`config.mk`:
```
export PLATFORM = sky130hd
export DESIGN_NAME = bankers_resource_allocator_core
export DESIGN_NICKNAME = d
export VERILOG_FILES = /design/src/rtl/core/bra_pkg.sv /design/src/rtl/core/bankers_resource_allocator_core.sv /design/src/rtl/core/bra_vec_unit.sv
export SDC_FILE = /design/constraint.sdc
export NUM_CORES = 2
export LEC_CHECK = 0
export BUFFER_PORTS_ARGS = -buffer_cell sky130_fd_sc_hd__buf_4
export CAP_MARGIN = 20
export CORE_ASPECT_RATIO = 1.4
export CORE_UTILIZATION = 55
export CTS_CLUSTER_SIZE = 20
export DETAILED_ROUTE_END_ITERATION = 12
export GPL_ROUTABILITY_DRIVEN = 0
export PLACE_DENSITY = 0.68
export SLEW_MARGIN = 30
export SYNTH_ARGS = -nofsm -noshare
export SYNTH_HDL_FRONTEND = slang
export SYNTH_SLANG_ARGS = --single-unit
```
`constraint.sdc`:
```
create_clock -name clock -period 9.76 [get_ports clock]
set_input_delay 0.488 -clock clock [delete_from_list [all_inputs] [get_ports clock]]
set_output_delay 0.488 -clock clock [all_outputs]
set_load 0.05 [all_outputs]
```
`src/rtl/core/bra_pkg.sv`:
```
package bra_pkg;

   // Table dimensions and unit width
   localparam int MAX_PROCS = 8;
   localparam int MAX_RES   = 8;
   localparam int UNIT_BITS = 8;

   // Derived widths
   localparam int PROC_IDX_BITS = ($clog2(MAX_PROCS) > 0) ? $clog2(MAX_PROCS) : 1;
   localparam int RES_IDX_BITS  = ($clog2(MAX_RES) > 0) ? $clog2(MAX_RES) : 1;
   localparam int PROC_CNT_BITS = $clog2(MAX_PROCS + 1);
   localparam int RES_CNT_BITS  = $clog2(MAX_RES + 1);
   localparam int WORK_BITS     = UNIT_BITS + $clog2(MAX_PROCS + 1);

   // Port field widths
   localparam int ACTION_BITS    = 3;
   localparam int PROC_FLD_BITS  = 3;
   localparam int RES_FLD_BITS   = 3;
   localparam int AMOUNT_BITS    = 8;
   localparam int STATUS_BITS    = 3;
   localparam int CFG_BITS       = 4;
   localparam int CSR_INDEX_BITS = 2;
   localparam int CFG_RESET      = 8;

   // Configuration register indexes
   localparam logic [CSR_INDEX_BITS-1:0] CSR_NUM_PROCS = 2'd0;
   localparam logic [CSR_INDEX_BITS-1:0] CSR_NUM_RES   = 2'd1;

   typedef logic [UNIT_BITS-1:0]     unit_type;
   typedef unit_type [MAX_RES-1:0]   unit_vec_type;
   typedef logic [WORK_BITS-1:0]     work_type;
   typedef work_type [MAX_RES-1:0]   work_vec_type;

   typedef enum logic [ACTION_BITS-1:0] {
      ACT_LOAD_AVAIL = 3'd0,
      ACT_LOAD_MAX   = 3'd1,
      ACT_LOAD_ALLOC = 3'd2,
      ACT_REQUEST    = 3'd3,
      ACT_SAFETY     = 3'd4
   } action_type;

   typedef enum logic [STATUS_BITS-1:0] {
      ST_ACCEPTED = 3'd0,
      ST_GRANTED  = 3'd1,
      ST_EXCEEDS  = 3'd2,
      ST_UNAVAIL  = 3'd3,
      ST_ROLLBACK = 3'd4,
      ST_SAFE     = 3'd5,
      ST_UNSAFE   = 3'd6
   } status_type;

   typedef enum logic [3:0] {
      S_IDLE,
      S_NEED,
      S_AVAIL,
      S_APPLY_AV,
      S_APPLY_AL,
      S_INIT,
      S_SAFE,
      S_UNDO_AV,
      S_UNDO_AL
   } state_type;

   // Compare operand selection of the vector unit
   typedef enum logic [1:0] {
      CMP_LHS_RHS,
      CMP_LHS_NEED,
      CMP_NEED_RHS
   } cmp_sel_type;

   typedef struct packed {
      cmp_sel_type cmp_sel;
      logic        acc_sub;
   } unit_ctl_type;

endpackage

```
`src/rtl/core/bankers_resource_allocator_core.sv`:
```
// Banker's-algorithm allocator. Each transfer on start gets exactly one status strobe on
// rsp_valid, and the receiver cannot stall it. Table loads, non-final request
// elements and unknown actions answer in the cycle after the transfer, and the next
// item may follow at once. A final request element runs the check against the
// remaining claim, the availability check, the updates of the available and allocation
// tables and the safety scan, and on rollback undoes both updates; a safety check sets
// up the work vector and runs the scan. The scan visits one process per cycle in a shared
// vector compare/add unit and makes at most P passes over P processes. busy is high for
// the whole evaluation and start is ignored meanwhile.
module bankers_resource_allocator_core (
   input  logic                                 clock,
   input  logic                                 reset,
   input  logic                                 start,
   output logic                                 busy,
   input  logic [bra_pkg::ACTION_BITS-1:0]      req_action,
   input  logic [bra_pkg::PROC_FLD_BITS-1:0]    req_process,
   input  logic [bra_pkg::RES_FLD_BITS-1:0]     req_resource,
   input  logic [bra_pkg::AMOUNT_BITS-1:0]      req_amount,
   input  logic                                 req_last_element,
   output logic                                 rsp_valid,
   output logic [bra_pkg::STATUS_BITS-1:0]      rsp_status,
   input  logic                                 csr_write_en,
   input  logic [bra_pkg::CSR_INDEX_BITS-1:0]   csr_index,
   input  logic [bra_pkg::CFG_BITS-1:0]         csr_wdata
);

   bra_pkg::state_type                  state_ff, state_in;
   logic [bra_pkg::CFG_BITS-1:0]        np_cfg_ff, np_cfg_in;
   logic [bra_pkg::CFG_BITS-1:0]        nr_cfg_ff, nr_cfg_in;
   bra_pkg::unit_vec_type               avail_ff, avail_in;
   bra_pkg::unit_vec_type               max_ff [bra_pkg::MAX_PROCS];
   bra_pkg::unit_vec_type               max_in [bra_pkg::MAX_PROCS];
   bra_pkg::unit_vec_type               alloc_ff [bra_pkg::MAX_PROCS];
   bra_pkg::unit_vec_type               alloc_in [bra_pkg::MAX_PROCS];
   bra_pkg::unit_vec_type               pending_ff, pending_in;
   bra_pkg::work_vec_type               work_ff, work_in;
   logic [bra_pkg::MAX_PROCS-1:0]       finished_ff, finished_in;
   logic [bra_pkg::PROC_FLD_BITS-1:0]   req_proc_ff, req_proc_in;
   logic                                is_request_ff, is_request_in;
   logic [bra_pkg::PROC_IDX_BITS-1:0]   scan_ff, scan_in;
   logic [bra_pkg::PROC_CNT_BITS-1:0]   pass_ff, pass_in;
   logic [bra_pkg::PROC_CNT_BITS-1:0]   done_ff, done_in;
   logic                                progress_ff, progress_in;
   logic                                rsp_valid_ff, rsp_valid_in;
   bra_pkg::status_type                 rsp_status_ff, rsp_status_in;

   logic [bra_pkg::PROC_CNT_BITS-1:0]   np_eff;
   logic [bra_pkg::RES_CNT_BITS-1:0]    nr_eff;
   logic [bra_pkg::MAX_RES-1:0]         res_mask;
   logic [bra_pkg::PROC_IDX_BITS-1:0]   row_idx;
   logic [bra_pkg::PROC_IDX_BITS-1:0]   in_proc_idx;
   logic [bra_pkg::RES_IDX_BITS-1:0]    in_res_idx;
   logic                                in_proc_ok;
   logic                                in_res_ok;
   bra_pkg::unit_type                   in_amount;
   bra_pkg::work_vec_type               avail_ext;
   bra_pkg::work_vec_type               alloc_row_ext;
   bra_pkg::unit_ctl_type               unit_ctl;
   bra_pkg::unit_vec_type               lhs_vec;
   bra_pkg::work_vec_type               rhs_vec;
   bra_pkg::work_vec_type               acc_vec;
   bra_pkg::unit_vec_type               addend_vec;
   logic                                le_all;
   bra_pkg::work_vec_type               acc_out;
   logic                                fits;
   logic                                scan_last;
   logic [bra_pkg::PROC_CNT_BITS-1:0]   done_next;
   logic [bra_pkg::PROC_CNT_BITS-1:0]   pass_next;
   logic                                progress_next;
   logic                                finish_en;
   bra_pkg::status_type                 finish_status;
   logic                                scan_end;
   logic                                scan_safe;

   assign busy       = (state_ff != bra_pkg::S_IDLE);
   assign rsp_valid  = rsp_valid_ff;
   assign rsp_status = rsp_status_ff;

   // Clamp configured counts to 1..max
   always_comb begin
      if (np_cfg_ff == '0) begin
         np_eff = bra_pkg::PROC_CNT_BITS'(1);
      end else if (int'(np_cfg_ff) > bra_pkg::MAX_PROCS) begin
         np_eff = bra_pkg::PROC_CNT_BITS'(bra_pkg::MAX_PROCS);
      end else begin
         np_eff = bra_pkg::PROC_CNT_BITS'(np_cfg_ff);
      end
      if (nr_cfg_ff == '0) begin
         nr_eff = bra_pkg::RES_CNT_BITS'(1);
      end else if (int'(nr_cfg_ff) > bra_pkg::MAX_RES) begin
         nr_eff = bra_pkg::RES_CNT_BITS'(bra_pkg::MAX_RES);
      end else begin
         nr_eff = bra_pkg::RES_CNT_BITS'(nr_cfg_ff);
      end
      for (int r = 0; r < bra_pkg::MAX_RES; r++) begin
         res_mask[r] = (r < int'(nr_eff));
      end
   end

   // Decode input indexes
   assign in_proc_ok  = (int'(req_process) < bra_pkg::MAX_PROCS);
   assign in_res_ok   = (int'(req_resource) < bra_pkg::MAX_RES);
   assign in_proc_idx = bra_pkg::PROC_IDX_BITS'(req_process);
   assign in_res_idx  = bra_pkg::RES_IDX_BITS'(req_resource);
   assign in_amount   = bra_pkg::UNIT_BITS'(req_amount);

   // Table row under evaluation: scan pointer or requesting process
   assign row_idx = (state_ff == bra_pkg::S_SAFE) ? scan_ff
                                                  : bra_pkg::PROC_IDX_BITS'(req_proc_ff);

   always_comb begin
      for (int r = 0; r < bra_pkg::MAX_RES; r++) begin
         avail_ext[r]     = bra_pkg::WORK_BITS'(avail_ff[r]);
         alloc_row_ext[r] = bra_pkg::WORK_BITS'(alloc_ff[row_idx][r]);
      end
   end

   // Drive the shared unit per state
   always_comb begin
      unit_ctl.cmp_sel = bra_pkg::CMP_LHS_RHS;
      unit_ctl.acc_sub = 1'b0;
      lhs_vec          = pending_ff;
      rhs_vec          = avail_ext;
      acc_vec          = avail_ext;
      addend_vec       = pending_ff;
      unique case (state_ff)
         bra_pkg::S_NEED: begin
            unit_ctl.cmp_sel = bra_pkg::CMP_LHS_NEED;
         end
         bra_pkg::S_APPLY_AV: begin
            unit_ctl.acc_sub = 1'b1;
         end
         bra_pkg::S_APPLY_AL: begin
            acc_vec = alloc_row_ext;
         end
         bra_pkg::S_SAFE: begin
            unit_ctl.cmp_sel = bra_pkg::CMP_NEED_RHS;
            rhs_vec          = work_ff;
            acc_vec          = work_ff;
            addend_vec       = alloc_ff[row_idx];
         end
         bra_pkg::S_UNDO_AL: begin
            unit_ctl.acc_sub = 1'b1;
            acc_vec          = alloc_row_ext;
         end
         default: begin
         end
      endcase
   end

   bra_vec_unit u_vec_unit (
      .ctl        (unit_ctl),
      .lane_mask  (res_mask),
      .max_row    (max_ff[row_idx]),
      .alloc_row  (alloc_ff[row_idx]),
      .lhs_vec    (lhs_vec),
      .rhs_vec    (rhs_vec),
      .acc_vec    (acc_vec),
      .addend_vec (addend_vec),
      .le_all     (le_all),
      .acc_out    (acc_out)
   );

   // Scan step bookkeeping
   assign fits          = !finished_ff[scan_ff] && le_all;
   assign scan_last     = (bra_pkg::PROC_CNT_BITS'(scan_ff) + bra_pkg::PROC_CNT_BITS'(1))
                          == np_eff;
   assign done_next     = fits ? done_ff + bra_pkg::PROC_CNT_BITS'(1) : done_ff;
   assign pass_next     = pass_ff + bra_pkg::PROC_CNT_BITS'(1);
   assign progress_next = progress_ff || fits;
   assign scan_safe     = (done_next == np_eff);
   assign scan_end      = scan_last &&
                          (scan_safe || !progress_next || (pass_next == np_eff));

   // Next state and datapath updates
   always_comb begin
      state_in      = state_ff;
      np_cfg_in     = np_cfg_ff;
      nr_cfg_in     = nr_cfg_ff;
      avail_in      = avail_ff;
      max_in        = max_ff;
      alloc_in      = alloc_ff;
      pending_in    = pending_ff;
      work_in       = work_ff;
      finished_in   = finished_ff;
      req_proc_in   = req_proc_ff;
      is_request_in = is_request_ff;
      scan_in       = scan_ff;
      pass_in       = pass_ff;
      done_in       = done_ff;
      progress_in   = progress_ff;
      rsp_valid_in  = 1'b0;
      rsp_status_in = rsp_status_ff;
      finish_en     = 1'b0;
      finish_status = bra_pkg::ST_ACCEPTED;

      // Configuration writes
      if (csr_write_en) begin
         priority if (csr_index == bra_pkg::CSR_NUM_PROCS) begin
            np_cfg_in = csr_wdata;
         end else if (csr_index == bra_pkg::CSR_NUM_RES) begin
            nr_cfg_in = csr_wdata;
         end else begin
         end
      end

      unique case (state_ff)
         bra_pkg::S_IDLE: begin
            if (start) begin
               unique case (bra_pkg::action_type'(req_action))
                  bra_pkg::ACT_LOAD_AVAIL: begin
                     if (in_res_ok) avail_in[in_res_idx] = in_amount;
                     finish_en = 1'b1;
                  end
                  bra_pkg::ACT_LOAD_MAX: begin
                     if (in_proc_ok && in_res_ok) max_in[in_proc_idx][in_res_idx] = in_amount;
                     finish_en = 1'b1;
                  end
                  bra_pkg::ACT_LOAD_ALLOC: begin
                     if (in_proc_ok && in_res_ok) begin
                        alloc_in[in_proc_idx][in_res_idx] = in_amount;
                     end
                     finish_en = 1'b1;
                  end
                  bra_pkg::ACT_REQUEST: begin
                     if (in_res_ok) pending_in[in_res_idx] = in_amount;
                     if (req_last_element) begin
                        req_proc_in   = req_process;
                        is_request_in = 1'b1;
                        state_in      = bra_pkg::S_NEED;
                     end else begin
                        finish_en = 1'b1;
                     end
                  end
                  bra_pkg::ACT_SAFETY: begin
                     is_request_in = 1'b0;
                     state_in      = bra_pkg::S_INIT;
                  end
                  default: begin
                     finish_en = 1'b1;
                  end
               endcase
            end
         end
         bra_pkg::S_NEED: begin
            if ((int'(req_proc_ff) >= int'(np_eff)) || !le_all) begin
               finish_en     = 1'b1;
               finish_status = bra_pkg::ST_EXCEEDS;
            end else begin
               state_in = bra_pkg::S_AVAIL;
            end
         end
         bra_pkg::S_AVAIL: begin
            if (le_all) begin
               state_in = bra_pkg::S_APPLY_AV;
            end else begin
               finish_en     = 1'b1;
               finish_status = bra_pkg::ST_UNAVAIL;
            end
         end
         bra_pkg::S_APPLY_AV, bra_pkg::S_UNDO_AV: begin
            for (int r = 0; r < bra_pkg::MAX_RES; r++) begin
               avail_in[r] = bra_pkg::UNIT_BITS'(acc_out[r]);
            end
            state_in = (state_ff == bra_pkg::S_APPLY_AV) ? bra_pkg::S_APPLY_AL
                                                         : bra_pkg::S_UNDO_AL;
         end
         bra_pkg::S_APPLY_AL: begin
            for (int r = 0; r < bra_pkg::MAX_RES; r++) begin
               alloc_in[row_idx][r] = bra_pkg::UNIT_BITS'(acc_out[r]);
            end
            state_in = bra_pkg::S_INIT;
         end
         bra_pkg::S_UNDO_AL: begin
            for (int r = 0; r < bra_pkg::MAX_RES; r++) begin
               alloc_in[row_idx][r] = bra_pkg::UNIT_BITS'(acc_out[r]);
            end
            finish_en     = 1'b1;
            finish_status = bra_pkg::ST_ROLLBACK;
         end
         bra_pkg::S_INIT: begin
            for (int r = 0; r < bra_pkg::MAX_RES; r++) begin
               work_in[r] = res_mask[r] ? avail_ext[r] : '0;
            end
            finished_in = '0;
            scan_in     = '0;
            pass_in     = '0;
            done_in     = '0;
            progress_in = 1'b0;
            state_in    = bra_pkg::S_SAFE;
         end
         bra_pkg::S_SAFE: begin
            // Retire the scanned process if its need fits the work vector
            if (fits) begin
               work_in              = acc_out;
               finished_in[scan_ff] = 1'b1;
            end
            done_in = done_next;
            if (scan_end) begin
               if (is_request_ff) begin
                  if (scan_safe) begin
                     finish_en     = 1'b1;
                     finish_status = bra_pkg::ST_GRANTED;
                  end else begin
                     state_in = bra_pkg::S_UNDO_AV;
                  end
               end else begin
                  finish_en     = 1'b1;
                  finish_status = scan_safe ? bra_pkg::ST_SAFE : bra_pkg::ST_UNSAFE;
               end
            end else if (scan_last) begin
               // Advance to the next pass
               scan_in     = '0;
               pass_in     = pass_next;
               progress_in = 1'b0;
            end else begin
               scan_in     = scan_ff + bra_pkg::PROC_IDX_BITS'(1);
               progress_in = progress_next;
            end
         end
         default: begin
            state_in = bra_pkg::S_IDLE;
         end
      endcase

      // Emit the result and drop the pending request after evaluation
      if (finish_en) begin
         rsp_valid_in  = 1'b1;
         rsp_status_in = finish_status;
         state_in      = bra_pkg::S_IDLE;
         if (state_ff != bra_pkg::S_IDLE && is_request_ff) begin
            pending_in = '0;
         end
      end
   end

   // Registers
   always_ff @(posedge clock) begin
      if (reset) begin
         state_ff      <= bra_pkg::S_IDLE;
         np_cfg_ff     <= bra_pkg::CFG_BITS'(bra_pkg::CFG_RESET);
         nr_cfg_ff     <= bra_pkg::CFG_BITS'(bra_pkg::CFG_RESET);
         avail_ff      <= '0;
         for (int p = 0; p < bra_pkg::MAX_PROCS; p++) begin
            max_ff[p]   <= '0;
            alloc_ff[p] <= '0;
         end
         pending_ff    <= '0;
         work_ff       <= '0;
         finished_ff   <= '0;
         req_proc_ff   <= '0;
         is_request_ff <= 1'b0;
         scan_ff       <= '0;
         pass_ff       <= '0;
         done_ff       <= '0;
         progress_ff   <= 1'b0;
         rsp_valid_ff  <= 1'b0;
         rsp_status_ff <= bra_pkg::ST_ACCEPTED;
      end else begin
         state_ff      <= state_in;
         np_cfg_ff     <= np_cfg_in;
         nr_cfg_ff     <= nr_cfg_in;
         avail_ff      <= avail_in;
         max_ff        <= max_in;
         alloc_ff      <= alloc_in;
         pending_ff    <= pending_in;
         work_ff       <= work_in;
         finished_ff   <= finished_in;
         req_proc_ff   <= req_proc_in;
         is_request_ff <= is_request_in;
         scan_ff       <= scan_in;
         pass_ff       <= pass_in;
         done_ff       <= done_in;
         progress_ff   <= progress_in;
         rsp_valid_ff  <= rsp_valid_in;
         rsp_status_ff <= rsp_status_in;
      end
   end

   // Pass counter stays below the process count, retired count never above it
   a_scan_bounds: assert property (@(posedge clock) disable iff (reset)
      (state_ff == bra_pkg::S_SAFE) |-> ((pass_ff < np_eff) && (done_ff <= np_eff)))
      else $error("scan counters out of range");

   // Retired count tracks the finished flags
   a_done_count: assert property (@(posedge clock) disable iff (reset)
      (state_ff == bra_pkg::S_SAFE) |-> ($countones(finished_ff) == int'(done_ff)))
      else $error("retired count disagrees with finished flags");

   // A safety check transfer starts an evaluation
   a_check_busy: assert property (@(posedge clock) disable iff (reset)
      (start && !busy && (bra_pkg::action_type'(req_action) == bra_pkg::ACT_SAFETY))
      |=> busy)
      else $error("safety check did not start");

   // Pending vector is clear whenever a request outcome is reported
   a_pending_clear: assert property (@(posedge clock) disable iff (reset)
      (rsp_valid_ff && ((rsp_status_ff == bra_pkg::ST_GRANTED) ||
                        (rsp_status_ff == bra_pkg::ST_EXCEEDS) ||
                        (rsp_status_ff == bra_pkg::ST_UNAVAIL) ||
                        (rsp_status_ff == bra_pkg::ST_ROLLBACK)))
      |-> (pending_ff == '0))
      else $error("pending request not cleared after evaluation");

endmodule

```
`src/rtl/core/bra_vec_unit.sv`:
```
module bra_vec_unit (
   input  bra_pkg::unit_ctl_type            ctl,
   input  logic [bra_pkg::MAX_RES-1:0]      lane_mask,
   input  bra_pkg::unit_vec_type            max_row,
   input  bra_pkg::unit_vec_type            alloc_row,
   input  bra_pkg::unit_vec_type            lhs_vec,
   input  bra_pkg::work_vec_type            rhs_vec,
   input  bra_pkg::work_vec_type            acc_vec,
   input  bra_pkg::unit_vec_type            addend_vec,
   output logic                             le_all,
   output bra_pkg::work_vec_type            acc_out
);

   bra_pkg::unit_vec_type need_v;
   bra_pkg::work_vec_type cmp_a;
   bra_pkg::work_vec_type cmp_b;

   // Need per lane: claim minus allocation, floored at zero
   always_comb begin
      for (int r = 0; r < bra_pkg::MAX_RES; r++) begin
         need_v[r] = (max_row[r] > alloc_row[r]) ? (max_row[r] - alloc_row[r])
                                                 : '0;
      end
   end

   // Pick compare operands per lane
   always_comb begin
      for (int r = 0; r < bra_pkg::MAX_RES; r++) begin
         unique case (ctl.cmp_sel)
            bra_pkg::CMP_LHS_RHS: begin
               cmp_a[r] = bra_pkg::WORK_BITS'(lhs_vec[r]);
               cmp_b[r] = rhs_vec[r];
            end
            bra_pkg::CMP_LHS_NEED: begin
               cmp_a[r] = bra_pkg::WORK_BITS'(lhs_vec[r]);
               cmp_b[r] = bra_pkg::WORK_BITS'(need_v[r]);
            end
            bra_pkg::CMP_NEED_RHS: begin
               cmp_a[r] = bra_pkg::WORK_BITS'(need_v[r]);
               cmp_b[r] = rhs_vec[r];
            end
            default: begin
               cmp_a[r] = '0;
               cmp_b[r] = '0;
            end
         endcase
      end
   end

   // All active lanes must satisfy a <= b
   always_comb begin
      le_all = 1'b1;
      for (int r = 0; r < bra_pkg::MAX_RES; r++) begin
         if (lane_mask[r] && (cmp_a[r] > cmp_b[r])) begin
            le_all = 1'b0;
         end
      end
   end

   // Accumulate on active lanes, hold the rest
   always_comb begin
      for (int r = 0; r < bra_pkg::MAX_RES; r++) begin
         if (!lane_mask[r]) begin
            acc_out[r] = acc_vec[r];
         end else if (ctl.acc_sub) begin
            acc_out[r] = acc_vec[r] - bra_pkg::WORK_BITS'(addend_vec[r]);
         end else begin
            acc_out[r] = acc_vec[r] + bra_pkg::WORK_BITS'(addend_vec[r]);
         end
      end
   end

endmodule

```
==> results.ini <==
[setup_path]
timing.reg2reg.worst_path_depth = 32
timing.critical_path.slowest_stage_cell = sky130_fd_sc_hd__mux2i_4
crit_arrival_ns = 9.95
worstSetupPathType = flop to flop
cp.required_ns = 10.40
slowest_delay_ns = 0.89
crit_fanout = 58
startpoint_type = flop
end_kind = flop

[timing]
tns_ns = 0
grt_setup_unrepaired = false
fin_worst_skew_ns = 0.03458
final-max-slew-violation-count = 0
fin_worst_hold_slack_ns = 0.08914
final-setup-viol-count = 0
maximum_frequency_from_static_timing_analysis_ghz = 0.1075
finalHoldViolations = 0
fin_crit_sh = 0.9533
max-slew-margin-rel = 0.06044
worst_pin_slew_ns = 1.396
finalWorstPathRequiredPeriod_ns = 9.304

[die]
fp.coreArea_um2 = 126200
die-area_um2 = 129100
die_height_um = 424.7
die_w_um = 303.9
top_level_ports = 33
starting_utilization_of_the_core_area = 0.5561
placementRows = 154

[logic_synthesis]
syn_inst = 9316
ys_seq_elements = 1288
yosysUniqueCellTypes = 104
avgSynthCellArea_um2 = 7.534
seq_area_frac_synth = 0.3674
syn_area_um2 = 70190
synth-edff-count = 0
ys_warn_count = 0
synthFlopType = sky130_fd_sc_hd__dfxtp_1
synth.net_count = 9590
synthArstFlopShare = 0

[route]
drt-total-wl_um = 307300
ant_nets = 0
vias_per_cell = 6.932
dr.first_iter.drc_count = 11570
drc = 0
firstDrtPassIters = 9
vias = 74970
wl_per_cell_um = 28.42

[grt]
via_count_of_the_first_global_routing_pass = 69090
global_route.usage.total = 0.4579
antenna_violations_before_repair = 16
grt_first_pass_wirelength_um = 446100
maximum_number_of_pins_on_one_net_before_global_route_repair = 222
globalRoute.totalOverflow = 0

[place]
port-buffer-count = 32
placedInstanceArea_um2 = 72490
final_hpwl_from_detailed_placement_um = 203200
placed_cells_incl_taps = 10560

[flow_run]
cap_violations = 0

[clock_tree]
clock_path_buffers = 3
numCtsBuffers = 134
cts_num_sinks = 1288
htreeDepth = 4
clkSlewWorstSetupHoldPaths_ns = 0.06
worst_skew_pair.late_latency_ns = 0.82
cts_tree = built
post_cts.resized_instances = 0
ctsHoldBuffers = 4
root_buffer = sky130_fd_sc_hd__clkbuf_16
cts_post_setup_buffers_inserted = 0

[final_layout]
finalNonFillerCells = 10810
drive_gt1_frac = 0.08640
most_common_library_cell_in_the_layout_ignoring_fill_and_taps = sky130_fd_sc_hd__nand2_1
areaGrowthSynthToFinish_pct = 9.908
final_cell_area_um2 = 77140
nets = 9343
final_cell_mix = 1,843 x sky130_fd_sc_hd__nand2_1, 1,283 x sky130_fd_sc_hd__dfxtp_1, 1,147 x sky130_fd_sc_hd__a21oi_1, 1,011 x sky130_fd_sc_hd__nor2_1, 390 x sky130_fd_sc_hd__o21ai_0
fill_cells = 11470

[min_path]
worst_hold_depth = 3
hold_path.class = primary input to flop

[outcome]
run_status = complete, no violations

[power]
cellLeakagePower_nw = 26.02
power.ir.vdd_worst_mv = 0.1900
powerDensity_nw_per_um2 = 153.6
design_power_total_w = 0.01185

flip-flops by register name, indices dropped and copies added, names as in the netlist, 4 cells and up:
register	count
alloc_ff	512
max_ff	512
work_ff	96
avail_ext	64
lhs_vec	64
finished_ff	8
done_ff	4
np_cfg_ff	4
nr_cfg_ff	4
pass_ff	4
state_ff	4
final cells by class:
cell class                 instances  area, um^2  share of cell area
antenna                            9       22.52           0.0002920
multi-input combinational       7219       41650              0.5399
clock inverter                    40       518.0            0.006715
timing repair buffer             322        2749             0.03563
tap                             1638        2049             0.02657
inverter                         104       390.4            0.005060
sequential                      1288       25790              0.3343
clock buffer                     194        3975             0.05153
metal layers:
metal  wire, um  global-route usage  up-vias
li1           -                   -    32920
met5        115                   0        -
met4      29380              0.3739       18
met1     108000              0.5459    35120
met3      42480              0.1454     1536
met2     127400              0.6758     5367
power by group:
part           switching, W  internal (W)
clock network       0.00230       0.00310
logic              0.000854      0.000312
registers         0.0000145       0.00527
total               0.00317       0.00868
synthesized netlist by cell type, types with 111 or more instances:
| master | instances | area share |
|---|---|---|
| sky130_fd_sc_hd__nand2_1 | 1849 | 0.099 |
| sky130_fd_sc_hd__nor2_1 | 1026 | 0.055 |
| sky130_fd_sc_hd__a211oi_1 | 349 | 0.037 |
| sky130_fd_sc_hd__o22ai_1 | 120 | 0.011 |
| sky130_fd_sc_hd__o21ai_0 | 390 | 0.028 |
| sky130_fd_sc_hd__nor3_1 | 111 | 0.0079 |
| sky130_fd_sc_hd__dfxtp_1 | 1288 | 0.37 |
| sky130_fd_sc_hd__o211ai_1 | 233 | 0.025 |
| sky130_fd_sc_hd__nand3_1 | 136 | 0.0097 |
| sky130_fd_sc_hd__clkbuf_1 | 570 | 0.030 |
| sky130_fd_sc_hd__a21oi_1 | 1154 | 0.082 |
| sky130_fd_sc_hd__ha_1 | 230 | 0.041 |
worst max-delay path: cells and delay by family (launching register included):
kind / cells / cell delay [ns]
AOI/OAI and AO/OA: 13 / 3.77
buffers and inverters: 5 / 1.20
DFF: 1 / 0.68
adders and majority gates: 3 / 1.07
muxes: 2 / 1.01
and+or+nand+nor: 9 / 1.31
worst paths after layout:
path | from | end | slack (ns)
max | state_ff[0] | work_ff[66] | 0.46
min | req_last_element | req_proc_ff[2] | 0.09
max reg2reg | state_ff[0] | work_ff[66] | 0.46
min reg2reg | max_ff[216] | max_ff[216] | 0.45
per-stage QoR:
| step | worst slack (ns) | util |
|---|---|---|
| 5_1_grt | 0.2082 | 0.6110 |
| 2_1_floorplan | 2.560 | - |
| 4_1_cts | 0.9048 | 0.6103 |
| 3_5_place_dp | 0.9368 | 0.5744 |
| 3_3_place_gp | 1.103 | 0.5729 |
| 6_report | 0.4559 | 0.6112 |
cell families after synthesis:
| kind of cell | count (synthesis) | synth area share |
|---|---|---|
| mux | 145 | 0.02351 |
| buf+inv | 809 | 0.04662 |
| compound gates | 3144 | 0.2862 |
| xor+xnor | 178 | 0.02221 |
| simple gates | 3506 | 0.2085 |
| fa+ha+maj | 246 | 0.04556 |
| flops | 1288 | 0.3674 |
Note: power is estimated with default switching activity, not from simulation.
